--- config.mk ---
export PLATFORM = sky130hd
export DESIGN_NAME = tmvd_queue
export DESIGN_NICKNAME = d
export VERILOG_FILES = /design/src/hw/rtl/tmvd_pkg.sv /design/src/hw/rtl/tmvd_queue.sv
export SDC_FILE = /design/constraint.sdc
export NUM_CORES = 1
export LEC_CHECK = 0
export BUFFER_PORTS_ARGS = -buffer_cell sky130_fd_sc_hd__buf_4
export CAP_MARGIN = 10
export CORE_UTILIZATION = 52
export DETAILED_ROUTE_END_ITERATION = 8
export PLACE_DENSITY_LB_ADDON = 0.15
export SKIP_CTS_REPAIR_TIMING = 1
export SYNTH_ARGS = -nofsm -noshare
export SYNTH_HDL_FRONTEND = slang
export SYNTH_SLANG_ARGS = --single-unit
--- constraint.sdc ---
create_clock -name clock -period 7.6 [get_ports clock]
set_clock_uncertainty 0.05 [all_clocks]
set_input_delay 0.38 -clock clock [delete_from_list [all_inputs] [get_ports clock]]
set_output_delay 0.38 -clock clock [all_outputs]
set_load 0.01 [all_outputs]
--- src/hw/rtl/tmvd_pkg.sv ---
`default_nettype none
package tmvd_pkg;

   localparam int MaxComponents = 4;
   localparam int CoordBits     = 24;
   localparam int ColourBits    = 16;
   localparam int ValueBits     = 32;
   localparam int CountBits     = 3;
   localparam int PosBits       = 4;
   localparam int ProductBits   = ValueBits + CoordBits;

   // divisor of the coordinate map and its rounding bias
   localparam logic [CoordBits-1:0]   COORD_MAX  = 24'hFF_FFFF;
   localparam logic [ProductBits-1:0] ROUND_BIAS = 56'h7F_FFFF;

   // record flag codes
   localparam logic [7:0] FLAG_NEW          = 8'd0;
   localparam logic [7:0] FLAG_REPEAT_LAST  = 8'd1;
   localparam logic [7:0] FLAG_REPEAT_FIRST = 8'd2;

   // short form of the flag kept with a queued record
   localparam logic [1:0] KIND_NEW          = 2'd0;
   localparam logic [1:0] KIND_REPEAT_LAST  = 2'd1;
   localparam logic [1:0] KIND_REPEAT_FIRST = 2'd2;

   // csr register indexes
   localparam logic [2:0] REG_COMPONENT_COUNT = 3'd0;
   localparam logic [2:0] REG_X_RANGE_LOW     = 3'd1;
   localparam logic [2:0] REG_X_RANGE_HIGH    = 3'd2;
   localparam logic [2:0] REG_Y_RANGE_LOW     = 3'd3;
   localparam logic [2:0] REG_Y_RANGE_HIGH    = 3'd4;

   typedef logic [ColourBits-1:0] colour_type;
   typedef colour_type [MaxComponents-1:0] colours_type;

   typedef struct packed {
      logic [1:0]           kind;
      logic [CoordBits-1:0] raw_x;
      logic [CoordBits-1:0] raw_y;
      colours_type          colour;
   } record_type;

   typedef struct packed {
      logic signed [ValueBits-1:0] x;
      logic signed [ValueBits-1:0] y;
      colours_type                 colour;
   } vertex_type;

   typedef struct packed {
      logic signed [ValueBits-1:0] x_low;
      logic signed [ValueBits-1:0] x_high;
      logic signed [ValueBits-1:0] y_low;
      logic signed [ValueBits-1:0] y_high;
   } ranges_type;

endpackage
`default_nettype wire

--- src/hw/rtl/tmvd_queue.sv ---
`default_nettype none
module tmvd_queue (
   input  wire logic             clock,
   input  wire logic             reset,
   input  wire logic             push_valid,
   input  tmvd_pkg::record_type  push_record,
   output logic                  push_ready,
   output logic                  pop_valid,
   output tmvd_pkg::record_type  pop_record,
   input  wire logic             pop_ready
);
   import tmvd_pkg::*;

   record_type entry_ff [2];
   logic       wr_ptr_ff, wr_ptr_in;
   logic       rd_ptr_ff, rd_ptr_in;
   logic [1:0] fill_ff, fill_in;
   logic       push;
   logic       pop;

   assign push_ready = (fill_ff != 2'd2);
   assign pop_valid  = (fill_ff != 2'd0);
   assign pop_record = entry_ff[rd_ptr_ff];
   assign push       = push_valid & push_ready;
   assign pop        = pop_valid & pop_ready;

   // pointer and fill bookkeeping
   always_comb begin
      wr_ptr_in = push ? ~wr_ptr_ff : wr_ptr_ff;
      rd_ptr_in = pop  ? ~rd_ptr_ff : rd_ptr_ff;
      fill_in   = fill_ff + 2'(push) - 2'(pop);
   end

   always_ff @(posedge clock) begin
      if (reset) begin
         wr_ptr_ff <= 1'b0;
         rd_ptr_ff <= 1'b0;
         fill_ff   <= 2'd0;
      end else begin
         wr_ptr_ff <= wr_ptr_in;
         rd_ptr_ff <= rd_ptr_in;
         fill_ff   <= fill_in;
      end
   end

   // entry storage, no reset
   always_ff @(posedge clock) begin
      if (push) begin
         entry_ff[wr_ptr_ff] <= push_record;
      end
   end

endmodule
`default_nettype wire

Yosys cells after proc, flatten, opt, wreduce, memory -nomap -nowiden
Memories as Yosys holds them, arrays and structs flattened. A register that Yosys moved wholly into a read port is not among the register bits.
Index checks and enable logic that the tools add are counted.
- register bits: 4
- memory bits (writable): 228
- output and inout bits: 116
- logic and storage cells: 16
- memories kept: 1
- add/subtract/negate cells: 2
- equal/unequal tests: 1
- muxes and demuxes: 4
- bitwise operators: 4
- reductions and logical operators: 1
- memory list (name ; words ; bits a word ; rd ports ; clocked after Yosys merged registers in ; write ports ; RTL line ; source):
    entry_ff ; 2 ; 114 ; 1 ; 1 ; 1 ; tmvd_queue.sv:14 ; record_type entry_ff [2];
- operators with widths (cell ; count):
    $mux 1 ; 4
    $add 2x1->2 ; 1
    $and 1x1->1 ; 2
    $ne 2x2->1 const B ; 1
    $not 1->1 ; 2
    $reduce_bool 2->1 ; 1
    $sub 2x1->2 ; 1

Longest topological paths before layout
- depth after elaboration: 4
- depth in mapped cells: 8
- mapped depth without buffers: 8

Worst setup path before layout
Ideal clock, no wire load.
- kind: register to register
- start point: register fill_ff[0]
- end point: memory entry_ff[0][0] (netlist name), enable pin
- library setup time: 588 ps
- arrival: 5386 ps
- data required time: 6962 ps
- setup slack: 1576 ps
- cell stages (with the launch flop): 4
- buffers on the path: 0
- clock period less this slack: 6024 ps
- path through: dfxtp_1 nand2b_1 nand2_1 nor2_1
- word-level cells in the longest chain between the ends: 4
- RTL lines (what ; RTL line ; source):
    from (decl) ; tmvd_queue.sv:17 ; logic [1:0] fill_ff, fill_in;
    from (signal assigned) ; tmvd_queue.sv:42 ; fill_ff <= fill_in;
    $ne 2x2->1 ; tmvd_queue.sv:21 ; assign push_ready = (fill_ff != 2'd2);
    net push_ready ; tmvd_queue.sv:7 ; output logic push_ready,
    $and 1x1->1 ; tmvd_queue.sv:24 ; assign push = push_valid & push_ready;
    $mux 1 ; tmvd_queue.sv:48 ; if (push) begin
    $mux 1 (implied by the code) ; tmvd_queue.sv:49 ; entry_ff[wr_ptr_ff] <= push_record;
    to (decl) ; tmvd_queue.sv:14 ;
The timed path passes the listed nets, and every way through them passes these cells.

==> flow_metrics.py <==
metrics = {
    "detailed_routing": {
        "drc": 0,
        "wl_um": 16400,
        "routed_via_density": 4.95,
        "firstDrtPassIters": 4,
        "post_drt_wl_per_cell_um": 17.8,
        "antenna_left": 0,
        "num_vias": 4566,
        "drt_iter0_drc": 199,
    },
    "setup_path": {
        "crit_arrival_ns": 3.02,
        "critPathLaunchType": "flop",
        "path_cells": "buf_4, mux2_2, buf_4",
        "r2r_cells": 4,
        "required_ns": 7.17,
        "crit_path_end_kind": "primary output",
        "worstSetupPathType": "flop to primary output",
        "slowest_delay_ns": 0.92,
        "cpMostUsedCell": "buf_4",
        "cp_max_fo": 67,
        "critPathSlowestCell": "dfxtp_4",
    },
    "grt": {
        "grt_pass1_vias": 4550,
        "grt_max_degree": 77,
        "grt_remaining_overflow": 0,
        "antenna_found_initial": 1,
        "grt_pass1_wl_um": 23600,
        "grt_use_total": 0.177,
    },
    "clocking": {
        "htreeDepth": 1,
        "cts_buffers": 24,
        "clock_path_buffers": 3,
        "cts_sinks": 233,
        "clock_latency_ns": 0.49,
        "path_clk_slew_ns": 0.06,
        "cts_tree": "yes",
        "cts_root_buffer": "clkbuf_16",
    },
    "layout": {
        "area_growth_syn_to_layout_pct": 37.6,
        "utilization": 0.743,
        "nNetsFinal": 808,
        "finalNonFillerCells": 922,
        "final_common_cell": "buf_4",
        "final_cell_mix": "buf_4 (236), edfxtp_1 (228), mux2_4 (60), dlygate4sd3_1 (60), mux2_2 (55)",
        "drive_above_1_share": 0.549,
    },
    "yosys": {
        "synth_area_per_cell_um2": 23.0,
        "netlist_instances": 379,
        "netlist.area_leader.share": 0.787,
        "ys_seq_area_frac": 0.798,
        "synth_nets": 499,
        "synth_top_cell_by_area": "edfxtp_1",
        "synth_cell_types": 18,
        "synth.area.top_cells": "edfxtp_1 (79%), mux2_4 (10%), mux2_2 (7.1%)",
        "yosys_register_bits": 233,
        "yosysWarningCount": 0,
        "syn-cell-area_um2": 8700,
    },
    "power": {
        "power.leakage_nw": 4.61,
        "vdd_drop_max_mv": 0.203,
        "internal_power_mw": 2.80,
        "p_sw_frac": 0.254,
        "seq_power_share": 0.454,
        "combPwrFrac": 0.260,
        "clkPwrFrac": 0.286,
        "switchingPower_mw": 0.951,
        "power.total_mw": 3.75,
        "p_per_area_nw_per_um2": 313,
    },
    "place": {
        "placed_cells": 818,
        "gp_congestion": 0.742,
        "io_buffers": 233,
        "dp.final_hpwl_um": 10100,
    },
    "sta": {
        "timing.setup.tns_ns": 0,
        "rsz0062_at_grt": "no",
        "setup-violations-final": 0,
        "worst_pin_slew_ns": 1.14,
        "timing.final.crit_share": 0.454,
        "slew-limit-headroom": 0.238,
        "fmax_ghz": 0.290,
        "fin_crit_ns": 3.45,
        "hold_violations": 0,
        "hold_slack_ns": 0.0188,
        "maxSlewViolCount": 0,
    },
    "floorplanning": {
        "fp.dieW_um": 131,
        "row_count": 46,
        "die_h_um": 131,
        "coreArea_um2": 16100,
        "start_util": 0.540,
        "die-area_um2": 17300,
        "ios": 234,
    },
    "hold_path": {
        "hold_path_class": "input port to flop",
        "hold_depth": 1,
    },
    "status": {
        "status": "complete, no violations",
    },
    "job": {
        "max-cap-violations": 0,
    },
}
==> power groups by stage <==
stage	Sequential, mW	Clock, mW	Combinational (mW)
after floorplan	1.70	0	0.596
after global placement	1.72	0	0.942
after detailed placement	1.73	0	0.954
after CTS	1.71	1.10	0.957
after global routing	1.72	1.15	1.03
final	1.70	1.07	0.974
==> stage by stage <==
stage	instance area, µm²	worst slack [ns]
5_1_grt	12000	4.03
6_report	12000	4.15
4_1_cts	11400	4.13
2_1_floorplan	8700	1.58
3_3_place_gp	10600	4.68
3_5_place_dp	10600	4.57
==> flip-flops by register name (all words and copies together), names as in the netlist, named ones only <==
register and flops:
fill_ff 2, entry_ff 228, rd_ptr_ff 1, wr_ptr_ff 1
==> worst max-delay path: cells and delay by family, from the launching register on <==
kind                   cells  cell delay (ns)
muxes                      1             0.44
buffers and inverters      2             1.04
DFF                        1             0.92
==> metal layers <==
layer	global-route usage	up-vias	wire length (µm)
met4	0.0549	0	282
met1	0.214	2247	6320
met3	0.0621	25	1450
met2	0.299	180	8380
met5	0	-	0
li1	-	2114	-
==> final cells by class <==
type                       instances  area, µm²
antenna                            1       2.50
fill                             989       4140
clock buffer                      29        641
multi-input combinational        132       1650
sequential                       233       6950
timing repair buffer             296       2370
tap                              216        270
inverter                           1       3.75
clock inverter                    14       86.3
==> cell usage after synthesis <==
library cell and count:
edfxtp_1 228, mux2_4 60, mux2_2 55, buf_6 7
buf_2 5, dfxtp_1 5, nor2_1 5, ha_1 2
nor2b_1 2, xnor2_1 2, and3_1 1, buf_8 1
inv_1 1, nand2_1 1, nand2b_1 1, o21a_1 1
or2_2 1, xor2_1 1
==> cell families after synthesis <==
group | after synthesis | share of synthesized area
multiplexers | 115 | 0.175
flip-flops | 233 | 0.798
AND/OR/NAND/NOR | 11 | 0.00618
adder cells (fa/ha/maj) | 2 | 0.00288
AO/OA/AOI/OAI | 1 | 0.000863
buffers and inverters | 14 | 0.0141
XOR/XNOR | 3 | 0.00302
==> worst paths after layout <==
kind / slack, ns / startpoint / to
setup reg to reg: 4.58 / fill_ff[0]$_SDFF_PP0_ / entry_ff[0][38]$_DFFE_PP_
hold / removal: 0.02 / push_record[0] / entry_ff[0][0]$_DFFE_PP_
setup / recovery: 4.15 / flop / pop_record[26]
hold reg to reg: 0.47 / rd_ptr_ff$_SDFFE_PP0P_ / rd_ptr_ff$_SDFFE_PP0P_
(Power assumes the default switching activity.)
