[src/hw/rtl/tmvd_pkg.sv]
`default_nettype none
package tmvd_pkg;

   localparam int MaxComponents = 4;
   localparam int CoordBits     = 24;
   localparam int ColourBits    = 16;
   localparam int ValueBits     = 32;
   localparam int CountBits     = 3;
   localparam int PosBits       = 4;
   localparam int ProductBits   = ValueBits + CoordBits;

   // divisor of the coordinate map and its rounding bias
   localparam logic [CoordBits-1:0]   COORD_MAX  = 24'hFF_FFFF;
   localparam logic [ProductBits-1:0] ROUND_BIAS = 56'h7F_FFFF;

   // record flag codes
   localparam logic [7:0] FLAG_NEW          = 8'd0;
   localparam logic [7:0] FLAG_REPEAT_LAST  = 8'd1;
   localparam logic [7:0] FLAG_REPEAT_FIRST = 8'd2;

   // short form of the flag kept with a queued record
   localparam logic [1:0] KIND_NEW          = 2'd0;
   localparam logic [1:0] KIND_REPEAT_LAST  = 2'd1;
   localparam logic [1:0] KIND_REPEAT_FIRST = 2'd2;

   // csr register indexes
   localparam logic [2:0] REG_COMPONENT_COUNT = 3'd0;
   localparam logic [2:0] REG_X_RANGE_LOW     = 3'd1;
   localparam logic [2:0] REG_X_RANGE_HIGH    = 3'd2;
   localparam logic [2:0] REG_Y_RANGE_LOW     = 3'd3;
   localparam logic [2:0] REG_Y_RANGE_HIGH    = 3'd4;

   typedef logic [ColourBits-1:0] colour_type;
   typedef colour_type [MaxComponents-1:0] colours_type;

   typedef struct packed {
      logic [1:0]           kind;
      logic [CoordBits-1:0] raw_x;
      logic [CoordBits-1:0] raw_y;
      colours_type          colour;
   } record_type;

   typedef struct packed {
      logic signed [ValueBits-1:0] x;
      logic signed [ValueBits-1:0] y;
      colours_type                 colour;
   } vertex_type;

   typedef struct packed {
      logic signed [ValueBits-1:0] x_low;
      logic signed [ValueBits-1:0] x_high;
      logic signed [ValueBits-1:0] y_low;
      logic signed [ValueBits-1:0] y_high;
   } ranges_type;

endpackage
`default_nettype wire

[src/hw/rtl/tmvd_front.sv]
`default_nettype none
module tmvd_front (
   input  wire logic                     clock,
   input  wire logic                     reset,
   input  wire logic                     req_valid,
   output logic                          req_ready,
   input  wire logic [7:0]               req_stream_byte,
   input  wire logic [2:0]               component_count,
   output logic                          push_valid,
   output tmvd_pkg::record_type          push_record,
   input  wire logic                     push_ready
);
   import tmvd_pkg::*;

   logic [PosBits-1:0]   pos_ff, pos_in;
   logic [7:0]           flag_ff, flag_in;
   logic [CountBits-1:0] count_ff, count_in;
   logic [CoordBits-1:0] raw_x_ff, raw_x_in, raw_y_ff, raw_y_in;
   colours_type          colour_ff, colour_in;
   logic                 accept;
   logic                 last;
   logic [PosBits-1:0]   last_pos;
   logic [PosBits-1:0]   comp_offset;
   logic [1:0]           comp_index;

   assign req_ready   = push_ready;
   assign accept      = req_valid & push_ready;
   assign last_pos    = PosBits'(6) + {count_ff, 1'b0};
   assign last        = (pos_ff != '0) && (pos_ff == last_pos);
   assign comp_offset = pos_ff - PosBits'(7);
   assign comp_index  = comp_offset[2:1];

   // field assembly, one byte per word
   always_comb begin
      pos_in    = pos_ff;
      flag_in   = flag_ff;
      count_in  = count_ff;
      raw_x_in  = raw_x_ff;
      raw_y_in  = raw_y_ff;
      colour_in = colour_ff;
      if (accept) begin
         if (pos_ff == '0) begin
            flag_in  = req_stream_byte;
            count_in = component_count;
         end else if (pos_ff <= PosBits'(3)) begin
            raw_x_in = {raw_x_ff[CoordBits-9:0], req_stream_byte};
         end else if (pos_ff <= PosBits'(6)) begin
            raw_y_in = {raw_y_ff[CoordBits-9:0], req_stream_byte};
         end else begin
            colour_in[comp_index] = {colour_ff[comp_index][ColourBits-9:0], req_stream_byte};
         end
         pos_in = last ? '0 : pos_ff + PosBits'(1);
      end
   end

   // hand a finished record with a known flag to the queue
   always_comb begin
      push_valid         = accept & last & (flag_ff <= FLAG_REPEAT_FIRST);
      push_record.kind   = flag_ff[1:0];
      push_record.raw_x  = raw_x_ff;
      push_record.raw_y  = raw_y_ff;
      for (int i = 0; i < MaxComponents; i++) begin
         push_record.colour[i] = (CountBits'(i) < count_ff) ? colour_in[i] : '0;
      end
   end

   always_ff @(posedge clock) begin
      if (reset) begin
         pos_ff    <= '0;
         flag_ff   <= '0;
         count_ff  <= CountBits'(1);
         raw_x_ff  <= '0;
         raw_y_ff  <= '0;
         colour_ff <= '0;
      end else begin
         pos_ff    <= pos_in;
         flag_ff   <= flag_in;
         count_ff  <= count_in;
         raw_x_ff  <= raw_x_in;
         raw_y_ff  <= raw_y_in;
         colour_ff <= colour_in;
      end
   end

endmodule
`default_nettype wire

[config.mk]
export PLATFORM = sky130hd
export DESIGN_NAME = tmvd_front
export DESIGN_NICKNAME = d
export VERILOG_FILES = /design/src/hw/rtl/tmvd_pkg.sv /design/src/hw/rtl/tmvd_front.sv
export SDC_FILE = /design/constraint.sdc
export NUM_CORES = 1
export LEC_CHECK = 0
export BUFFER_PORTS_ARGS = -buffer_cell sky130_fd_sc_hd__buf_2
export CAP_MARGIN = 20
export CORE_MARGIN = 4
export CORE_UTILIZATION = 48
export CTS_CLUSTER_SIZE = 12
export DETAILED_ROUTE_END_ITERATION = 10
export GPL_ROUTABILITY_DRIVEN = 0
export PLACE_DENSITY_LB_ADDON = 0.25
export RECOVER_POWER = 50
export SYNTH_ARGS = -nofsm -noshare
export SYNTH_HDL_FRONTEND = slang
export SYNTH_SLANG_ARGS = --single-unit
[constraint.sdc]
create_clock -name clock -period 2.6 [get_ports clock]
set_clock_uncertainty 0.05 [all_clocks]
set_input_delay 0.39 -clock clock [delete_from_list [all_inputs] [get_ports clock]]
set_output_delay 0.39 -clock clock [all_outputs]
set_load 0.1 [all_outputs]
After elaboration in Yosys (flattened, before gate mapping)
Index checks and enable logic that the tools add are counted.
{"block": "word_totals", "elab_cells": 48, "output_inout_bits": 116, "regBits": 127}
{"block": "classes", "n_lt_le_gt_ge": 9, "eq_ne": 1, "n_addsub": 3, "n_mux": 14, "n_bitwise": 5, "reduce_logical": 7}
{"cell": "$mux 64", "n": 4}
{"cell": "$mux 16", "n": 5}
{"cell": "$bwmux 64", "n": 1}
{"cell": "$bmux 16 s2", "n": 1}
{"cell": "$demux 16 s2", "n": 1}
{"cell": "$le 8x2->1 const B", "n": 1}
{"cell": "$mux 8", "n": 1}
{"cell": "$lt 1x3->1 const A", "n": 2}
{"cell": "$lt 2x3->1 const A", "n": 2}
{"cell": "$add 3x4->4 const A", "n": 1}
{"cell": "$add 4x1->4 const B", "n": 1}
{"cell": "$eq 4x4->1", "n": 1}
{"cell": "$le 4x2->1 const B", "n": 1}
{"cell": "$le 4x3->1 const B", "n": 1}
{"cell": "$logic_not 4->1", "n": 1}
{"cell": "$mux 4", "n": 1}
{"cell": "$reduce_and 4->1", "n": 1}
{"cell": "$reduce_bool 4->1", "n": 1}
{"cell": "$and 1x1->1", "n": 3}
{"cell": "$lt 2x3->1 const B", "n": 1}
{"cell": "$reduce_and 3->1", "n": 1}
{"cell": "$sub 3x3->3 const B", "n": 1}
{"cell": "$ge 2x1->1 const B", "n": 1}
{"cell": "$logic_and 1x1->1", "n": 2}
{"cell": "other kinds (2)", "n": 3}

Logic depth before layout (Yosys ltp)
Gate-level depths: netlist (run 1).
{"block": "logic_depth", "word_depth": 11, "mapped_depth": 9, "ltp_nobuf": 6}

Least setup slack after synthesis (run 1)
No wires, ideal clock.
{"block": "synth_path", "kind": "flip-flop to output port", "start": "register pos_ff[1]", "end": "output port push_record[24] (netlist bit)", "stages_incl_launch_ff": 8, "slack_ns": -1.825, "t_required_ns": 2.160, "t_arrival_ns": 3.985, "cell_sequence": "dfxtp_1 > inv_1 > ha_1 > buf_2 > inv_1 > mux4_2 > nor2_1 > a311oi_1"}
{"element": "start, declared", "line": "tmvd_front.sv:15", "rtl": "logic [PosBits-1:0] pos_ff, pos_in;"}
{"element": "start signal, assigned", "line": "tmvd_front.sv:76", "rtl": "pos_ff <= pos_in;"}
{"element": "end, declared", "line": "tmvd_front.sv:10", "rtl": "output tmvd_pkg::record_type push_record,"}

==> run_summary.xml, run 1 <==
<?xml version="1.0" encoding="UTF-8"?>
<metrics>
  <group name="status">
    <metric name="status" unit="">finished with violations</metric>
    <metric name="failed_checks" unit="">negative setup slack</metric>
  </group>
  <group name="timing">
    <metric name="layout_min_cycle_time" unit="ps">3121</metric>
    <metric name="worstMarginPinSlew" unit="ps">1220</metric>
    <metric name="finalHoldWorstSlack" unit="ps">189.9</metric>
    <metric name="fmax" unit="MHz">320.4</metric>
    <metric name="final-hold-violation-count" unit="">0</metric>
    <metric name="timing.final.setup_violations" unit="">64</metric>
    <metric name="fin_tns_setup" unit="ps">-24390</metric>
    <metric name="worst_slack" unit="ps">-521.4</metric>
    <metric name="finalMaxSlewViolations" unit="">0</metric>
    <metric name="worst_slew_margin_rel" unit="">0.1904</metric>
    <metric name="rsz_0062_raised_after_global_routing" unit="">yes</metric>
    <metric name="fin_crit_sh" unit="">1.201</metric>
  </group>
  <group name="synth">
    <metric name="synth.lib_cells_used.distinct" unit="">50</metric>
    <metric name="post-synth-top-area-cell" unit="">sky130_fd_sc_hd__dfxtp_1</metric>
    <metric name="synth.net_count" unit="">658</metric>
    <metric name="syn_area_per_cell" unit="µm²">8.615</metric>
    <metric name="synth_area_leaders" unit="">sky130_fd_sc_hd__dfxtp_1 46%, sky130_fd_sc_hd__mux2i_1 8.5%, sky130_fd_sc_hd__a21oi_1 7.2%, sky130_fd_sc_hd__nand2_1 7.0%, sky130_fd_sc_hd__nor2_1 6.6%</metric>
    <metric name="postSynth.topFlopCell" unit="">sky130_fd_sc_hd__dfxtp_1</metric>
    <metric name="ys_top_cells_by_count" unit="">127 x sky130_fd_sc_hd__dfxtp_1, 102 x sky130_fd_sc_hd__nand2_1, 97 x sky130_fd_sc_hd__nor2_1, 79 x sky130_fd_sc_hd__a21oi_1, 47 x sky130_fd_sc_hd__mux2i_1</metric>
    <metric name="asyncSetResetFlopFracSynth" unit="">0</metric>
    <metric name="synthesis.area" unit="mm²">0.005505</metric>
    <metric name="synthMostInstantiatedCell" unit="">sky130_fd_sc_hd__dfxtp_1</metric>
    <metric name="synth_edf_count" unit="">0</metric>
    <metric name="synth.ff_latch_count" unit="">127</metric>
    <metric name="synth.top_cell.area_share" unit="">0.4618</metric>
    <metric name="ys_warn_count" unit="">0</metric>
    <metric name="netlist_instances" unit="">639</metric>
    <metric name="synth.yosys.seq_area_share" unit="">0.4618</metric>
  </group>
  <group name="worst_setup_path">
    <metric name="worstPathRequired" unit="ps">2160</metric>
    <metric name="reg2reg_depth" unit="">7</metric>
    <metric name="critical_path.slowest_cell" unit="">sky130_fd_sc_hd__mux2i_2</metric>
    <metric name="timing.critical_path.cells" unit="">buf_12 -&gt; ha_4 -&gt; buf_12 -&gt; xnor2_4 -&gt; a22o_4 -&gt; buf_12 -&gt; mux2i_2 -&gt; nor2_4 -&gt; buf_12</metric>
    <metric name="worstSetupPathType" unit="">flop to output port</metric>
    <metric name="reg2reg_setup_slack" unit="ps">150</metric>
    <metric name="timing.critical_path.slowest_cell_delay" unit="ps">400</metric>
    <metric name="arrival" unit="ps">2680</metric>
    <metric name="cp_common_cell" unit="">sky130_fd_sc_hd__buf_12</metric>
    <metric name="endpoint_kind" unit="">output port</metric>
    <metric name="startpoint_type" unit="">flop</metric>
    <metric name="cp_max_fo" unit="">7</metric>
  </group>
  <group name="power">
    <metric name="leakagePower" unit="nW">3.454</metric>
    <metric name="cell_area_power_density" unit="mW/mm²">494.2</metric>
    <metric name="cellInternalPower" unit="mW">3.553</metric>
    <metric name="netSwitchingFraction" unit="">0.2817</metric>
    <metric name="power.ir.vdd_worst" unit="µV">648.5</metric>
    <metric name="combPwrFrac" unit="">0.101</metric>
    <metric name="power.clock.fraction" unit="">0.498</metric>
    <metric name="design_power_total" unit="mW">4.946</metric>
    <metric name="net-switching-power" unit="mW">1.393</metric>
    <metric name="seq_power_share" unit="">0.401</metric>
  </group>
  <group name="finish">
    <metric name="drive_above_1_share" unit="">0.4892</metric>
    <metric name="fin_util" unit="">0.9072</metric>
    <metric name="fin_area" unit="mm²">0.01001</metric>
    <metric name="layout.nets" unit="">836</metric>
    <metric name="areaGrowthSynthToFinish" unit="%">81.77</metric>
  </group>
  <group name="run">
    <metric name="maxCapViolCount" unit="">0</metric>
  </group>
  <group name="drt">
    <metric name="vias" unit="">6496</metric>
    <metric name="avgRoutedWirePerCell" unit="µm">28.84</metric>
    <metric name="avgViaCountPerCell" unit="">6.690</metric>
    <metric name="detail_route.drc_violations" unit="">0</metric>
    <metric name="routed_wirelength" unit="mm">28.00</metric>
    <metric name="drtPass1Iterations" unit="">6</metric>
    <metric name="route.antenna.remaining_nets" unit="">0</metric>
    <metric name="drt_iter0_drc" unit="">797</metric>
  </group>
  <group name="floorplan">
    <metric name="design.die.area" unit="mm²">0.01325</metric>
    <metric name="dieWidth" unit="µm">115.1</metric>
    <metric name="die_height" unit="µm">115.1</metric>
    <metric name="std_cell_rows" unit="">38</metric>
    <metric name="ioPinCount" unit="">131</metric>
    <metric name="starting_utilization_of_the_core_area" unit="">0.4991</metric>
    <metric name="core_area" unit="mm²">0.01103</metric>
  </group>
  <group name="worst_hold_path">
    <metric name="min_delay_path_depth" unit="">3</metric>
    <metric name="timing.hold.worst.class" unit="">input pin to flop</metric>
  </group>
  <group name="clock_network">
    <metric name="htree_num_levels" unit="">4</metric>
    <metric name="worstSkewPairLatency" unit="ps">430</metric>
    <metric name="cts.sink_count" unit="">127</metric>
    <metric name="cts_inserted_buffers" unit="">17</metric>
    <metric name="tritoncts" unit="">yes</metric>
    <metric name="clk_path_buf_depth" unit="">2</metric>
    <metric name="clk_pin_slew" unit="ps">60</metric>
    <metric name="clockRootBuffer" unit="">sky130_fd_sc_hd__clkbuf_16</metric>
    <metric name="post_cts_hold_buffer_count" unit="">0</metric>
  </group>
  <group name="global_routing">
    <metric name="grt_pass1_vias" unit="">6176</metric>
    <metric name="initial_antenna_violation_count" unit="">1</metric>
    <metric name="gr-usage-all-layers" unit="">0.3496</metric>
    <metric name="grt_max_degree" unit="">69</metric>
    <metric name="grt-ovfl-total" unit="">0</metric>
    <metric name="global_route_wire_length_before_repair" unit="mm">35.18</metric>
  </group>
  <group name="placed_design">
    <metric name="detailed_place_hpwl" unit="mm">12.19</metric>
    <metric name="postPlaceCellArea" unit="mm²">0.008125</metric>
    <metric name="port-buffer-count" unit="">130</metric>
  </group>
</metrics>
-- sequential cells by signal (all words and copies together) (netlist names) --
name / count
colour_ff: 64
raw_x_ff: 24
raw_y_ff: 24
flag_ff: 8
pos_ff: 4
count_ff: 3
-- final timing paths --
path | to | from
setup / recovery | push_record[16] | pos_ff[0]$_SDFFE_PP0P_
setup reg to reg | raw_y_ff[3]$_SDFFE_PP0P_ | pos_ff[0]$_SDFFE_PP0P_
hold / removal | count_ff[2]$_SDFFE_PP0P_ | component_count[2]
hold reg to reg | raw_x_ff[17]$_SDFFE_PP0P_ | raw_x_ff[17]$_SDFFE_PP0P_
-- critical path: cells and delay by family (launching register included) --
kind                       cells  cell delay (ps)
buffers and inverters          4              630
muxes                          1              400
DFF                            1              380
xor gates and xnor gates       1              310
AOI/OAI and AO/OA              1              260
adders and majority gates      1              180
and+or+nand+nor                1               80
-- cells in the final DEF, fill, tap and decap left out, drive strengths merged, types with 6 or more instances in the layout --
master and instances:
buf 202, dfxtp 127, nand2 102, nor2 97
a21oi 79, mux2i 47, clkbuf 29, a211oi 15
nand3 12, a311oi 12, o21ai 11, inv 11
nor3 7, mux4 6, and2 6, nor2b 6
-- repair_timing --
action | in CTS | in global routing
gates resized for setup | 108 | 64
endpoints found under the setup margin | 65 | 65
pin swaps | 22 | 18
cloned | 4 | 2
buffers inserted | 23 | 22
-- cells by family after synthesis --
kind of cell	count (synthesis)	synth area share
muxes	55	0.1141
AOI/OAI and AO/OA	132	0.1450
xor gates and xnor gates	8	0.01546
and+or+nand+nor	252	0.2009
adders and majority gates	4	0.009091
buffers and inverters	61	0.05363
DFF	127	0.4618
-- metal layers --
| metal | global-route usage | up-vias | share of wire |
|---|---|---|---|
| met5 | 0 | - | 0 |
| met1 | 0.3909 | 3091 | 0.32 |
| met4 | 0.2042 | 0 | 0.094 |
| met2 | 0.5961 | 594 | 0.48 |
| met3 | 0.09526 | 230 | 0.10 |
| li1 | - | 2581 | - |
-- final cells by class --
class,count,area [µm²]
Clock buffer,19,442.9
Fill cell,349,1023
Sequential cell,127,2555
Clock inverter,13,151.4
Inverter,7,36.28
Antenna cell,1,2.502
Timing Repair Buffer,213,2547
Tap cell,140,175.2
Multi-Input combinational cell,451,4096
-- stage by stage --
stage | std cells | setup WS, ps
2_1_floorplan | 639 | -224.0
3_3_place_gp | 891 | 37.75
3_5_place_dp | 891 | -42.42
4_1_cts | 950 | -354.7
5_1_grt | 971 | -517.9
6_report | 971 | -521.4
-- power by group through the flow --
| stage | Sequential [mW] | Clock (mW) | Combinational, mW |
|---|---|---|---|
| 2_1_floorplan | 2.04 | 0 | 0.253 |
| 3_3_place_gp | 2.02 | 0 | 0.382 |
| 3_5_place_dp | 2.02 | 0 | 0.393 |
| 4_1_cts | 1.98 | 2.38 | 0.434 |
| 5_1_grt | 1.98 | 2.51 | 0.507 |
| 6_report | 1.98 | 2.46 | 0.501 |
No activity file was read; power rests on OpenSTA's default activity.
==> run 2, diff against run 1 <==
Settings changed: CORE_MARGIN 4 to not set, CORE_UTILIZATION 48 to 54.
Clock period 2.6 ns to 3 ns, I/O delays scaled along.
==> run 2 against run 1 <==
The run now fails in global routing (5_1_grt). Synthesized cell count did not move. Synthesized area did not move.
==> run_summary.xml, run 2 <==
<?xml version="1.0" encoding="UTF-8"?>
<metrics>
  <group name="placed_design">
    <metric name="preCtsSetupSlack" unit="ps">-58.86</metric>
    <metric name="detailed_place_hpwl" unit="mm">11.58</metric>
    <metric name="port-buffer-count" unit="">130</metric>
  </group>
  <group name="clock_network">
    <metric name="htree_num_levels" unit="">4</metric>
    <metric name="clk_path_buf_depth" unit="">2</metric>
    <metric name="cts_inserted_buffers" unit="">17</metric>
    <metric name="clockRootBuffer" unit="">sky130_fd_sc_hd__clkbuf_8</metric>
    <metric name="cts.sink_count" unit="">127</metric>
  </group>
  <group name="synth">
    <metric name="synth_top_family_by_area" unit="">simple AND/OR/NAND/NOR gates</metric>
    <metric name="synth.ff_latch_count" unit="">127</metric>
    <metric name="asyncSetResetFlopFracSynth" unit="">0</metric>
    <metric name="netlist_instances" unit="">639</metric>
    <metric name="synth.top_cell.area_share" unit="">0.4618</metric>
    <metric name="postSynth.topFlopCell" unit="">sky130_fd_sc_hd__dfxtp_1</metric>
    <metric name="synth-adder-area-share" unit="">0.009091</metric>
    <metric name="synth_mux_area_frac" unit="">0.1141</metric>
    <metric name="synthMostInstantiatedCell" unit="">sky130_fd_sc_hd__dfxtp_1</metric>
    <metric name="synthXorXnorAreaFrac" unit="">0.01545</metric>
    <metric name="synth_edf_count" unit="">0</metric>
    <metric name="fraction_of_the_mapped_netlist_area_in_compound_gates" unit="">0.1450</metric>
    <metric name="synth.lib_cells_used.distinct" unit="">50</metric>
    <metric name="syn_area_per_cell" unit="µm²">8.615</metric>
    <metric name="ys_top_cells_by_count" unit="">127 x sky130_fd_sc_hd__dfxtp_1, 102 x sky130_fd_sc_hd__nand2_1, 97 x sky130_fd_sc_hd__nor2_1, 79 x sky130_fd_sc_hd__a21oi_1, 47 x sky130_fd_sc_hd__mux2i_1</metric>
    <metric name="post-synth-top-area-cell" unit="">sky130_fd_sc_hd__dfxtp_1</metric>
    <metric name="synth_simple_gate_area_frac" unit="">0.2009</metric>
    <metric name="synth.net_count" unit="">658</metric>
    <metric name="ys_warn_count" unit="">0</metric>
    <metric name="synth.yosys.seq_area_share" unit="">0.4618</metric>
    <metric name="synth_area_leaders" unit="">sky130_fd_sc_hd__dfxtp_1 46%, sky130_fd_sc_hd__mux2i_1 8.5%, sky130_fd_sc_hd__a21oi_1 7.2%, sky130_fd_sc_hd__nand2_1 7.0%, sky130_fd_sc_hd__nor2_1 6.6%</metric>
    <metric name="synthesis.area" unit="mm²">0.005505</metric>
  </group>
  <group name="status">
    <metric name="error_line" unit="">[ERROR DPL-0038] Utilization greater than 100%, impossible to legalize</metric>
    <metric name="status" unit="">aborted with a tool error</metric>
    <metric name="flow.stopped_at" unit="">global routing (5_1_grt)</metric>
  </group>
  <group name="floorplan">
    <metric name="dieWidth" unit="µm">103.0</metric>
    <metric name="die_height" unit="µm">103.0</metric>
    <metric name="starting_utilization_of_the_core_area" unit="">0.5607</metric>
    <metric name="ioPinCount" unit="">131</metric>
    <metric name="std_cell_rows" unit="">36</metric>
  </group>
  <group name="timing">
    <metric name="worst-ep-kind" unit="">output port</metric>
    <metric name="timing.grt.repair.worst_endpoint" unit="">push_record[61]</metric>
  </group>
  <group name="global_routing">
    <metric name="grt_max_degree" unit="">72</metric>
  </group>
</metrics>
run 2: cell counts after synthesis:
No cell type changed its count.
run 2: metrics by stage:
step                      std cells  hold WS [ps]  area [µm²]
after CTS                       953         97.06        9335
after detailed placement        882         396.2        7759
after global placement          882         389.8        7759
after floorplan                 639         410.8        5983
run 2: repair_timing:
| action | 4_1_cts |
|---|---|
| endpoints found under the setup margin | 64 |
| hold endpoints to repair | 0 |
| resized for setup | 148 |
| hold buffers | 0 |
| cloned | 3 |
| setup buffers | 38 |
| pin swaps | 25 |
run 2: cell families after synthesis:
| kind of cell | after synthesis |
|---|---|
| fa+ha+maj | 4 |
| compound gates | 132 |
| xor+xnor | 8 |
| simple gates | 252 |
| flops | 127 |
| mux | 55 |
| buf+inv | 61 |
==> run 3, diff against run 2 <==
Settings changed: CORE_UTILIZATION 54 to 40, CTS_CLUSTER_SIZE 12 to not set, PLACE_DENSITY_LB_ADDON 0.25 to 0.15.
==> run 3 against run 2 <==
The flow now finishes, with violations (negative setup slack).
==> run_summary.xml, run 3 (synthesis gave the netlist of run 1 again) <==
<?xml version="1.0" encoding="UTF-8"?>
<metrics>
  <group name="worst_setup_path">
    <metric name="cp_max_fo" unit="">8</metric>
    <metric name="timing.critical_path.cells" unit="">inv_4 -&gt; ha_4 -&gt; clkinvlp_4 -&gt; mux4_2 -&gt; nor2_4 -&gt; buf_6 -&gt; a211oi_4 -&gt; buf_12</metric>
    <metric name="arrival" unit="ps">2530</metric>
    <metric name="worstSetupPathType" unit="">flop to output port</metric>
    <metric name="worstPathBufferInverterCount" unit="">4</metric>
    <metric name="startpoint_type" unit="">flop</metric>
    <metric name="critical_path.slowest_cell" unit="">sky130_fd_sc_hd__mux4_2</metric>
    <metric name="timing.critical_path.slowest_cell_delay" unit="ps">530</metric>
    <metric name="worstPathRequired" unit="ps">2500</metric>
    <metric name="endpoint_kind" unit="">output port</metric>
    <metric name="reg2reg_depth" unit="">5</metric>
    <metric name="worst_path_dominant_cell_family" unit="">buffers and inverters</metric>
    <metric name="number_of_stages_on_the_worst_setup_path" unit="">8</metric>
  </group>
  <group name="placed_design">
    <metric name="detailed_place_hpwl" unit="mm">11.59</metric>
    <metric name="postPlaceCellArea" unit="mm²">0.007820</metric>
    <metric name="port-buffer-count" unit="">130</metric>
    <metric name="numPlacedInstances" unit="">926</metric>
  </group>
  <group name="drt">
    <metric name="drt_iter0_drc" unit="">416</metric>
    <metric name="avgViaCountPerCell" unit="">5.390</metric>
    <metric name="drtPass1Iterations" unit="">5</metric>
    <metric name="detail_route.drc_violations" unit="">0</metric>
    <metric name="vias" unit="">5266</metric>
    <metric name="routed_wirelength" unit="mm">17.33</metric>
    <metric name="route.antenna.remaining_nets" unit="">0</metric>
    <metric name="avgRoutedWirePerCell" unit="µm">17.74</metric>
  </group>
  <group name="clock_network">
    <metric name="clk_path_buf_depth" unit="">2</metric>
    <metric name="clockRootBuffer" unit="">sky130_fd_sc_hd__clkbuf_16</metric>
    <metric name="worstSkewPairLatency" unit="ps">410</metric>
    <metric name="cts_inserted_buffers" unit="">17</metric>
    <metric name="htree_num_levels" unit="">4</metric>
    <metric name="tritoncts" unit="">yes</metric>
    <metric name="cts.sink_count" unit="">127</metric>
    <metric name="clk_pin_slew" unit="ps">50</metric>
  </group>
  <group name="timing">
    <metric name="rsz_0062_raised_after_global_routing" unit="">yes</metric>
    <metric name="finalMaxSlewViolations" unit="">0</metric>
    <metric name="worstMarginPinSlew" unit="ps">1197</metric>
    <metric name="fmax" unit="MHz">330.3</metric>
    <metric name="worst_slack" unit="ps">-27.96</metric>
    <metric name="fin_crit_sh" unit="">1.009</metric>
    <metric name="fin_tns_setup" unit="ps">-265.0</metric>
    <metric name="layout_min_cycle_time" unit="ps">3028</metric>
    <metric name="finalHoldWorstSlack" unit="ps">219.9</metric>
    <metric name="timing.final.setup_violations" unit="">21</metric>
    <metric name="worst_slew_margin_rel" unit="">0.2054</metric>
    <metric name="final-hold-violation-count" unit="">0</metric>
  </group>
  <group name="power">
    <metric name="netSwitchingFraction" unit="">0.2389</metric>
    <metric name="power.ir.vdd_worst" unit="µV">366.3</metric>
    <metric name="power.clock.fraction" unit="">0.489</metric>
    <metric name="leakagePower" unit="nW">2.992</metric>
    <metric name="seq_power_share" unit="">0.423</metric>
    <metric name="cellInternalPower" unit="mW">3.087</metric>
    <metric name="cell_area_power_density" unit="mW/mm²">451.7</metric>
    <metric name="combPwrFrac" unit="">0.088</metric>
    <metric name="net-switching-power" unit="µW">969.3</metric>
  </group>
  <group name="floorplan">
    <metric name="ioPinCount" unit="">131</metric>
    <metric name="dieWidth" unit="µm">119.3</metric>
    <metric name="starting_utilization_of_the_core_area" unit="">0.4124</metric>
    <metric name="die_height" unit="µm">119.3</metric>
    <metric name="std_cell_rows" unit="">42</metric>
    <metric name="design.die.area" unit="mm²">0.01424</metric>
    <metric name="core_area" unit="mm²">0.01335</metric>
  </group>
  <group name="finish">
    <metric name="reg_top3" unit="">colour_ff x64, raw_x_ff x24, raw_y_ff x24</metric>
    <metric name="areaGrowthSynthToFinish" unit="%">63.14</metric>
    <metric name="drive_above_1_share" unit="">0.3670</metric>
    <metric name="antenna_cells_inserted" unit="">0</metric>
    <metric name="fin_area" unit="mm²">0.008981</metric>
    <metric name="most-common-layout-cells" unit="">124 x sky130_fd_sc_hd__dfxtp_1, 102 x sky130_fd_sc_hd__nand2_1, 66 x sky130_fd_sc_hd__a21oi_1, 66 x sky130_fd_sc_hd__buf_12, 57 x sky130_fd_sc_hd__nor2_1</metric>
    <metric name="layout.nets" unit="">809</metric>
    <metric name="largest_register_ffs" unit="">64</metric>
    <metric name="fin_util" unit="">0.6729</metric>
    <metric name="stdcell_count" unit="">977</metric>
    <metric name="fillers" unit="">1059</metric>
    <metric name="mostFrequentLayoutCell" unit="">sky130_fd_sc_hd__dfxtp_1</metric>
    <metric name="max_flop_register" unit="">colour_ff</metric>
  </group>
  <group name="global_routing">
    <metric name="initial_antenna_violation_count" unit="">0</metric>
    <metric name="grt-ovfl-total" unit="">0</metric>
    <metric name="global_route_wire_length_before_repair" unit="mm">27.07</metric>
    <metric name="grt_pass1_vias" unit="">5091</metric>
    <metric name="gr-usage-all-layers" unit="">0.2469</metric>
    <metric name="grt_max_degree" unit="">94</metric>
  </group>
  <group name="status">
    <metric name="failed_checks" unit="">negative setup slack</metric>
    <metric name="status" unit="">finished with violations</metric>
  </group>
  <group name="worst_hold_path">
    <metric name="min_delay_path_depth" unit="">3</metric>
    <metric name="timing.hold.worst.class" unit="">input pin to flop</metric>
  </group>
  <group name="run">
    <metric name="maxCapViolCount" unit="">0</metric>
  </group>
</metrics>
run 3: power groups by stage:
stage	Combinational (mW)	Sequential (mW)	Clock, mW
finish	0.357	1.72	1.98
global route	0.377	1.72	2.09
CTS	0.337	1.72	2.01
detailed placement	0.304	1.75	0
global placement	0.298	1.75	0
floorplan	0.194	1.77	0
run 3: cell type report:
cell class | count | area [µm²] | share of cell area
Clock buffer | 25 | 525.5 | 0.05851
Clock inverter | 5 | 52.55 | 0.005851
Inverter | 7 | 32.53 | 0.003622
Multi-Input combinational cell | 452 | 3573 | 0.3979
Sequential cell | 127 | 2551 | 0.2841
Tap cell | 176 | 220.2 | 0.02452
Timing Repair Buffer | 185 | 2026 | 0.2256
run 3: worst paths after layout:
| check | from | end | slack, ps |
|---|---|---|---|
| max | pos_ff[0]$_SDFFE_PP0P_ | push_record[40] | -30 |
| min | component_count[0] | count_ff[0]$_SDFFE_PP1P_ | 220 |
| max reg2reg | pos_ff[3]$_SDFFE_PP0P_ | flag_ff[1]$_SDFFE_PP0P_ | 580 |
| min reg2reg | raw_x_ff[16]$_SDFFE_PP0P_ | raw_x_ff[16]$_SDFFE_PP0P_ | 400 |
run 3: routing by layer:
layer / vias up / GRT usage / share of wire
li1: 2512 / - / -
met1: 2566 / 0.3207 / 0.43
met2: 159 / 0.4070 / 0.50
met3: 29 / 0.04981 / 0.046
met4: 0 / 0.08594 / 0.021
met5: - / 0 / 0
run 3: stage by stage:
stage          setup WS [ps]  power [mW]
6_report              -27.96       4.057
4_1_cts               -42.64       4.061
3_3_place_gp           100.0       2.048
3_5_place_dp           40.33       2.055
5_1_grt               -116.8       4.188
2_1_floorplan         -367.9       1.962
run 3: worst reg2reg max path: cells and delay by family, from the launching register on:
family	cells	cell delay, ps
mux	1	220
simple gates	2	1020
buf+inv	2	590
flops	1	420
run 3: timing repair:
| item | in CTS | in global routing |
|---|---|---|
| endpoints found under the setup margin | 64 | 63 |
| gates cloned | 2 | 0 |
| resized for setup | 65 | 51 |
| buffers inserted | 13 | 8 |
| hold buffers | 0 | 0 |
| pin swaps | 5 | 17 |
==> run 4, diff against run 3 <==
Settings changed: BUFFER_PORTS_ARGS -buffer_cell sky130_fd_sc_hd__buf_2 to -buffer_cell sky130_fd_sc_hd__buf_4.
==> run 4 against run 3 <==
The flow still finishes with violations (negative setup slack). Worst setup slack got worse by 28 ps. Clock power is 2% higher. Clock-buffer cell count down 2. Global-route usage grew 0.79 points. Sequential power about the same. Highest routed layer unchanged. Final area up 2.6%. Via count about the same. Core utilization is 1.8 points higher. Total power rose by 1.5%. Critical path type unchanged. Hold slack got worse by 9.0 ps.
==> run_summary.xml, run 4 (synthesis gave the netlist of run 1 again) <==
<?xml version="1.0" encoding="UTF-8"?>
<metrics>
  <group name="timing">
    <metric name="rsz_0062_raised_after_global_routing" unit="">yes</metric>
    <metric name="finalHoldWorstSlack" unit="ps">210.9</metric>
    <metric name="layout_min_cycle_time" unit="ps">3056</metric>
    <metric name="final-hold-violation-count" unit="">0</metric>
    <metric name="worst_slew_margin_rel" unit="">0.2000</metric>
    <metric name="worst_slack" unit="ps">-56.17</metric>
    <metric name="finalMaxSlewViolations" unit="">0</metric>
    <metric name="timing.final.setup_violations" unit="">19</metric>
    <metric name="fin_crit_sh" unit="">1.019</metric>
    <metric name="fmax" unit="MHz">327.2</metric>
    <metric name="worstMarginPinSlew" unit="ps">1205</metric>
  </group>
  <group name="finish">
    <metric name="layout.nets" unit="">806</metric>
    <metric name="mostFrequentLayoutCell" unit="">sky130_fd_sc_hd__dfxtp_1</metric>
    <metric name="most-common-layout-cells" unit="">124 x sky130_fd_sc_hd__dfxtp_1, 102 x sky130_fd_sc_hd__nand2_1, 64 x sky130_fd_sc_hd__a21oi_1</metric>
    <metric name="largest_register_ffs" unit="">64</metric>
    <metric name="antenna_cells_inserted" unit="">0</metric>
    <metric name="drive_above_1_share" unit="">0.3814</metric>
    <metric name="areaGrowthSynthToFinish" unit="%">67.39</metric>
    <metric name="max_flop_register" unit="">colour_ff</metric>
    <metric name="reg_top3" unit="">colour_ff x64, raw_x_ff x24, raw_y_ff x24</metric>
  </group>
  <group name="worst_setup_path">
    <metric name="critical_path.reg2reg.startpoint" unit="">pos_ff[3]$_SDFFE_PP0P_</metric>
    <metric name="arrival" unit="ps">2560</metric>
    <metric name="endpoint_kind" unit="">output port</metric>
    <metric name="worstReg2RegEnd" unit="">raw_y_ff[0]$_SDFFE_PP0P_</metric>
    <metric name="critPathCapture" unit="">push_record[63]</metric>
    <metric name="cp_max_fo" unit="">7</metric>
    <metric name="crit_path_start" unit="">pos_ff[1]$_SDFFE_PP0P_</metric>
    <metric name="worstSetupPathType" unit="">flop to output port</metric>
    <metric name="reg2reg_setup_slack" unit="ps">630</metric>
    <metric name="startpoint_type" unit="">flop</metric>
    <metric name="reg2reg_depth" unit="">5</metric>
    <metric name="worstPathRequired" unit="ps">2500</metric>
  </group>
  <group name="global_routing">
    <metric name="global_route_wire_length_before_repair" unit="mm">27.71</metric>
    <metric name="grt_max_degree" unit="">73</metric>
    <metric name="grt_pass1_vias" unit="">5260</metric>
    <metric name="initial_antenna_violation_count" unit="">0</metric>
    <metric name="grt-ovfl-total" unit="">0</metric>
    <metric name="gr-usage-all-layers" unit="">0.2548</metric>
  </group>
  <group name="clock_network">
    <metric name="tritoncts" unit="">yes</metric>
    <metric name="worstSkewPairLatency" unit="ps">430</metric>
    <metric name="clk_pin_slew" unit="ps">50</metric>
    <metric name="clockRootBuffer" unit="">sky130_fd_sc_hd__clkbuf_16</metric>
    <metric name="cts_inserted_buffers" unit="">17</metric>
    <metric name="htree_num_levels" unit="">4</metric>
    <metric name="cts.sink_count" unit="">127</metric>
    <metric name="clk_path_buf_depth" unit="">2</metric>
  </group>
  <group name="drt">
    <metric name="drtPass1Iterations" unit="">5</metric>
    <metric name="drt_iter0_drc" unit="">376</metric>
    <metric name="avgRoutedWirePerCell" unit="µm">19.12</metric>
    <metric name="avgViaCountPerCell" unit="">5.417</metric>
    <metric name="vias" unit="">5271</metric>
    <metric name="detail_route.drc_violations" unit="">0</metric>
    <metric name="routed_wirelength" unit="mm">18.60</metric>
    <metric name="route.antenna.remaining_nets" unit="">0</metric>
  </group>
  <group name="run">
    <metric name="maxCapViolCount" unit="">0</metric>
  </group>
  <group name="floorplan">
    <metric name="ioPinCount" unit="">131</metric>
    <metric name="die_height" unit="µm">119.3</metric>
    <metric name="design.die.area" unit="mm²">0.01424</metric>
    <metric name="dieWidth" unit="µm">119.3</metric>
    <metric name="starting_utilization_of_the_core_area" unit="">0.4124</metric>
    <metric name="std_cell_rows" unit="">42</metric>
    <metric name="core_area" unit="mm²">0.01335</metric>
  </group>
  <group name="status">
    <metric name="failed_checks" unit="">negative setup slack</metric>
    <metric name="status" unit="">finished with violations</metric>
  </group>
  <group name="power">
    <metric name="power.ir.vdd_worst" unit="µV">427.8</metric>
    <metric name="cell_area_power_density" unit="mW/mm²">446.9</metric>
    <metric name="design_power_total" unit="mW">4.118</metric>
    <metric name="leakagePower" unit="nW">3.054</metric>
  </group>
  <group name="placed_design">
    <metric name="detailed_place_hpwl" unit="mm">11.11</metric>
    <metric name="port-buffer-count" unit="">130</metric>
    <metric name="preCtsSetupSlack" unit="ps">44.94</metric>
  </group>
  <group name="worst_hold_path">
    <metric name="timing.hold.worst.class" unit="">input pin to flop</metric>
  </group>
</metrics>
run 4: how the worst min path moves through the flow:
stage                               from                        end  slack [ps]  cells after the start
2_1_floorplan    flag_ff[4]$_SDFFE_PP0P_    flag_ff[4]$_SDFFE_PP0P_         410                      2
3_3_place_gp   raw_y_ff[17]$_SDFFE_PP0P_  raw_y_ff[17]$_SDFFE_PP0P_         400                      2
3_5_place_dp   raw_y_ff[20]$_SDFFE_PP0P_  raw_y_ff[20]$_SDFFE_PP0P_         400                      2
4_1_cts               component_count[0]   count_ff[0]$_SDFFE_PP1P_         190                      3
5_1_grt               component_count[0]   count_ff[0]$_SDFFE_PP1P_         210                      3
6_report              component_count[0]   count_ff[0]$_SDFFE_PP1P_         210                      3
run 4: per-layer routing:
metal,global-route usage,up-vias,routed length (µm)
met5,0,-,0
met4,0.1109,0,336
met3,0.07471,24,882
met2,0.4139,173,9631
met1,0.3130,2560,7754
li1,-,2514,-
run 4: repair_timing:
item / 4_1_cts / 5_1_grt
gates cloned: 3 / 3
setup endpoints to repair: 64 / 64
pin swaps: 12 / 19
buffers inserted: 11 / 7
gates resized for setup: 190 / 114
hold buffers: 0 / 0
run 4: critical path, stage by stage, from the launching register on:
cell and delay (ps):
sky130_fd_sc_hd__dfxtp_4 360, sky130_fd_sc_hd__buf_6 130, sky130_fd_sc_hd__ha_2 170, sky130_fd_sc_hd__and4bb_1 380
sky130_fd_sc_hd__a21oi_4 60, sky130_fd_sc_hd__buf_2 210, sky130_fd_sc_hd__nor4_1 370, sky130_fd_sc_hd__buf_4 210
sky130_fd_sc_hd__nor3_4 40, sky130_fd_sc_hd__buf_6 200
run 4: metrics by stage:
step	TNS [ps]	cells	instance area, µm²	util
2_1_floorplan	-392.0	639	5983	-
3_3_place_gp	0	920	7257	0.5437
3_5_place_dp	0	920	7257	0.5437
4_1_cts	-456.3	963	8851	0.6631
5_1_grt	-2992	973	9215	0.6904
6_report	-380.6	973	9215	0.6904
run 4: final cells by class:
type	count	area, µm²
Fill cell	1025	4133
Multi-Input combinational cell	451	3767
Sequential cell	127	2551
Timing Repair Buffer	183	2069
Clock buffer	23	488.0
Tap cell	176	220.2
Clock inverter	6	83.83
Inverter	7	35.03
run 4: report_power, final:
group,internal (mW),total [mW],switching [mW]
clock network,1.29,2.02,0.723
logic,0.125,0.387,0.261
registers,1.70,1.72,0.0156
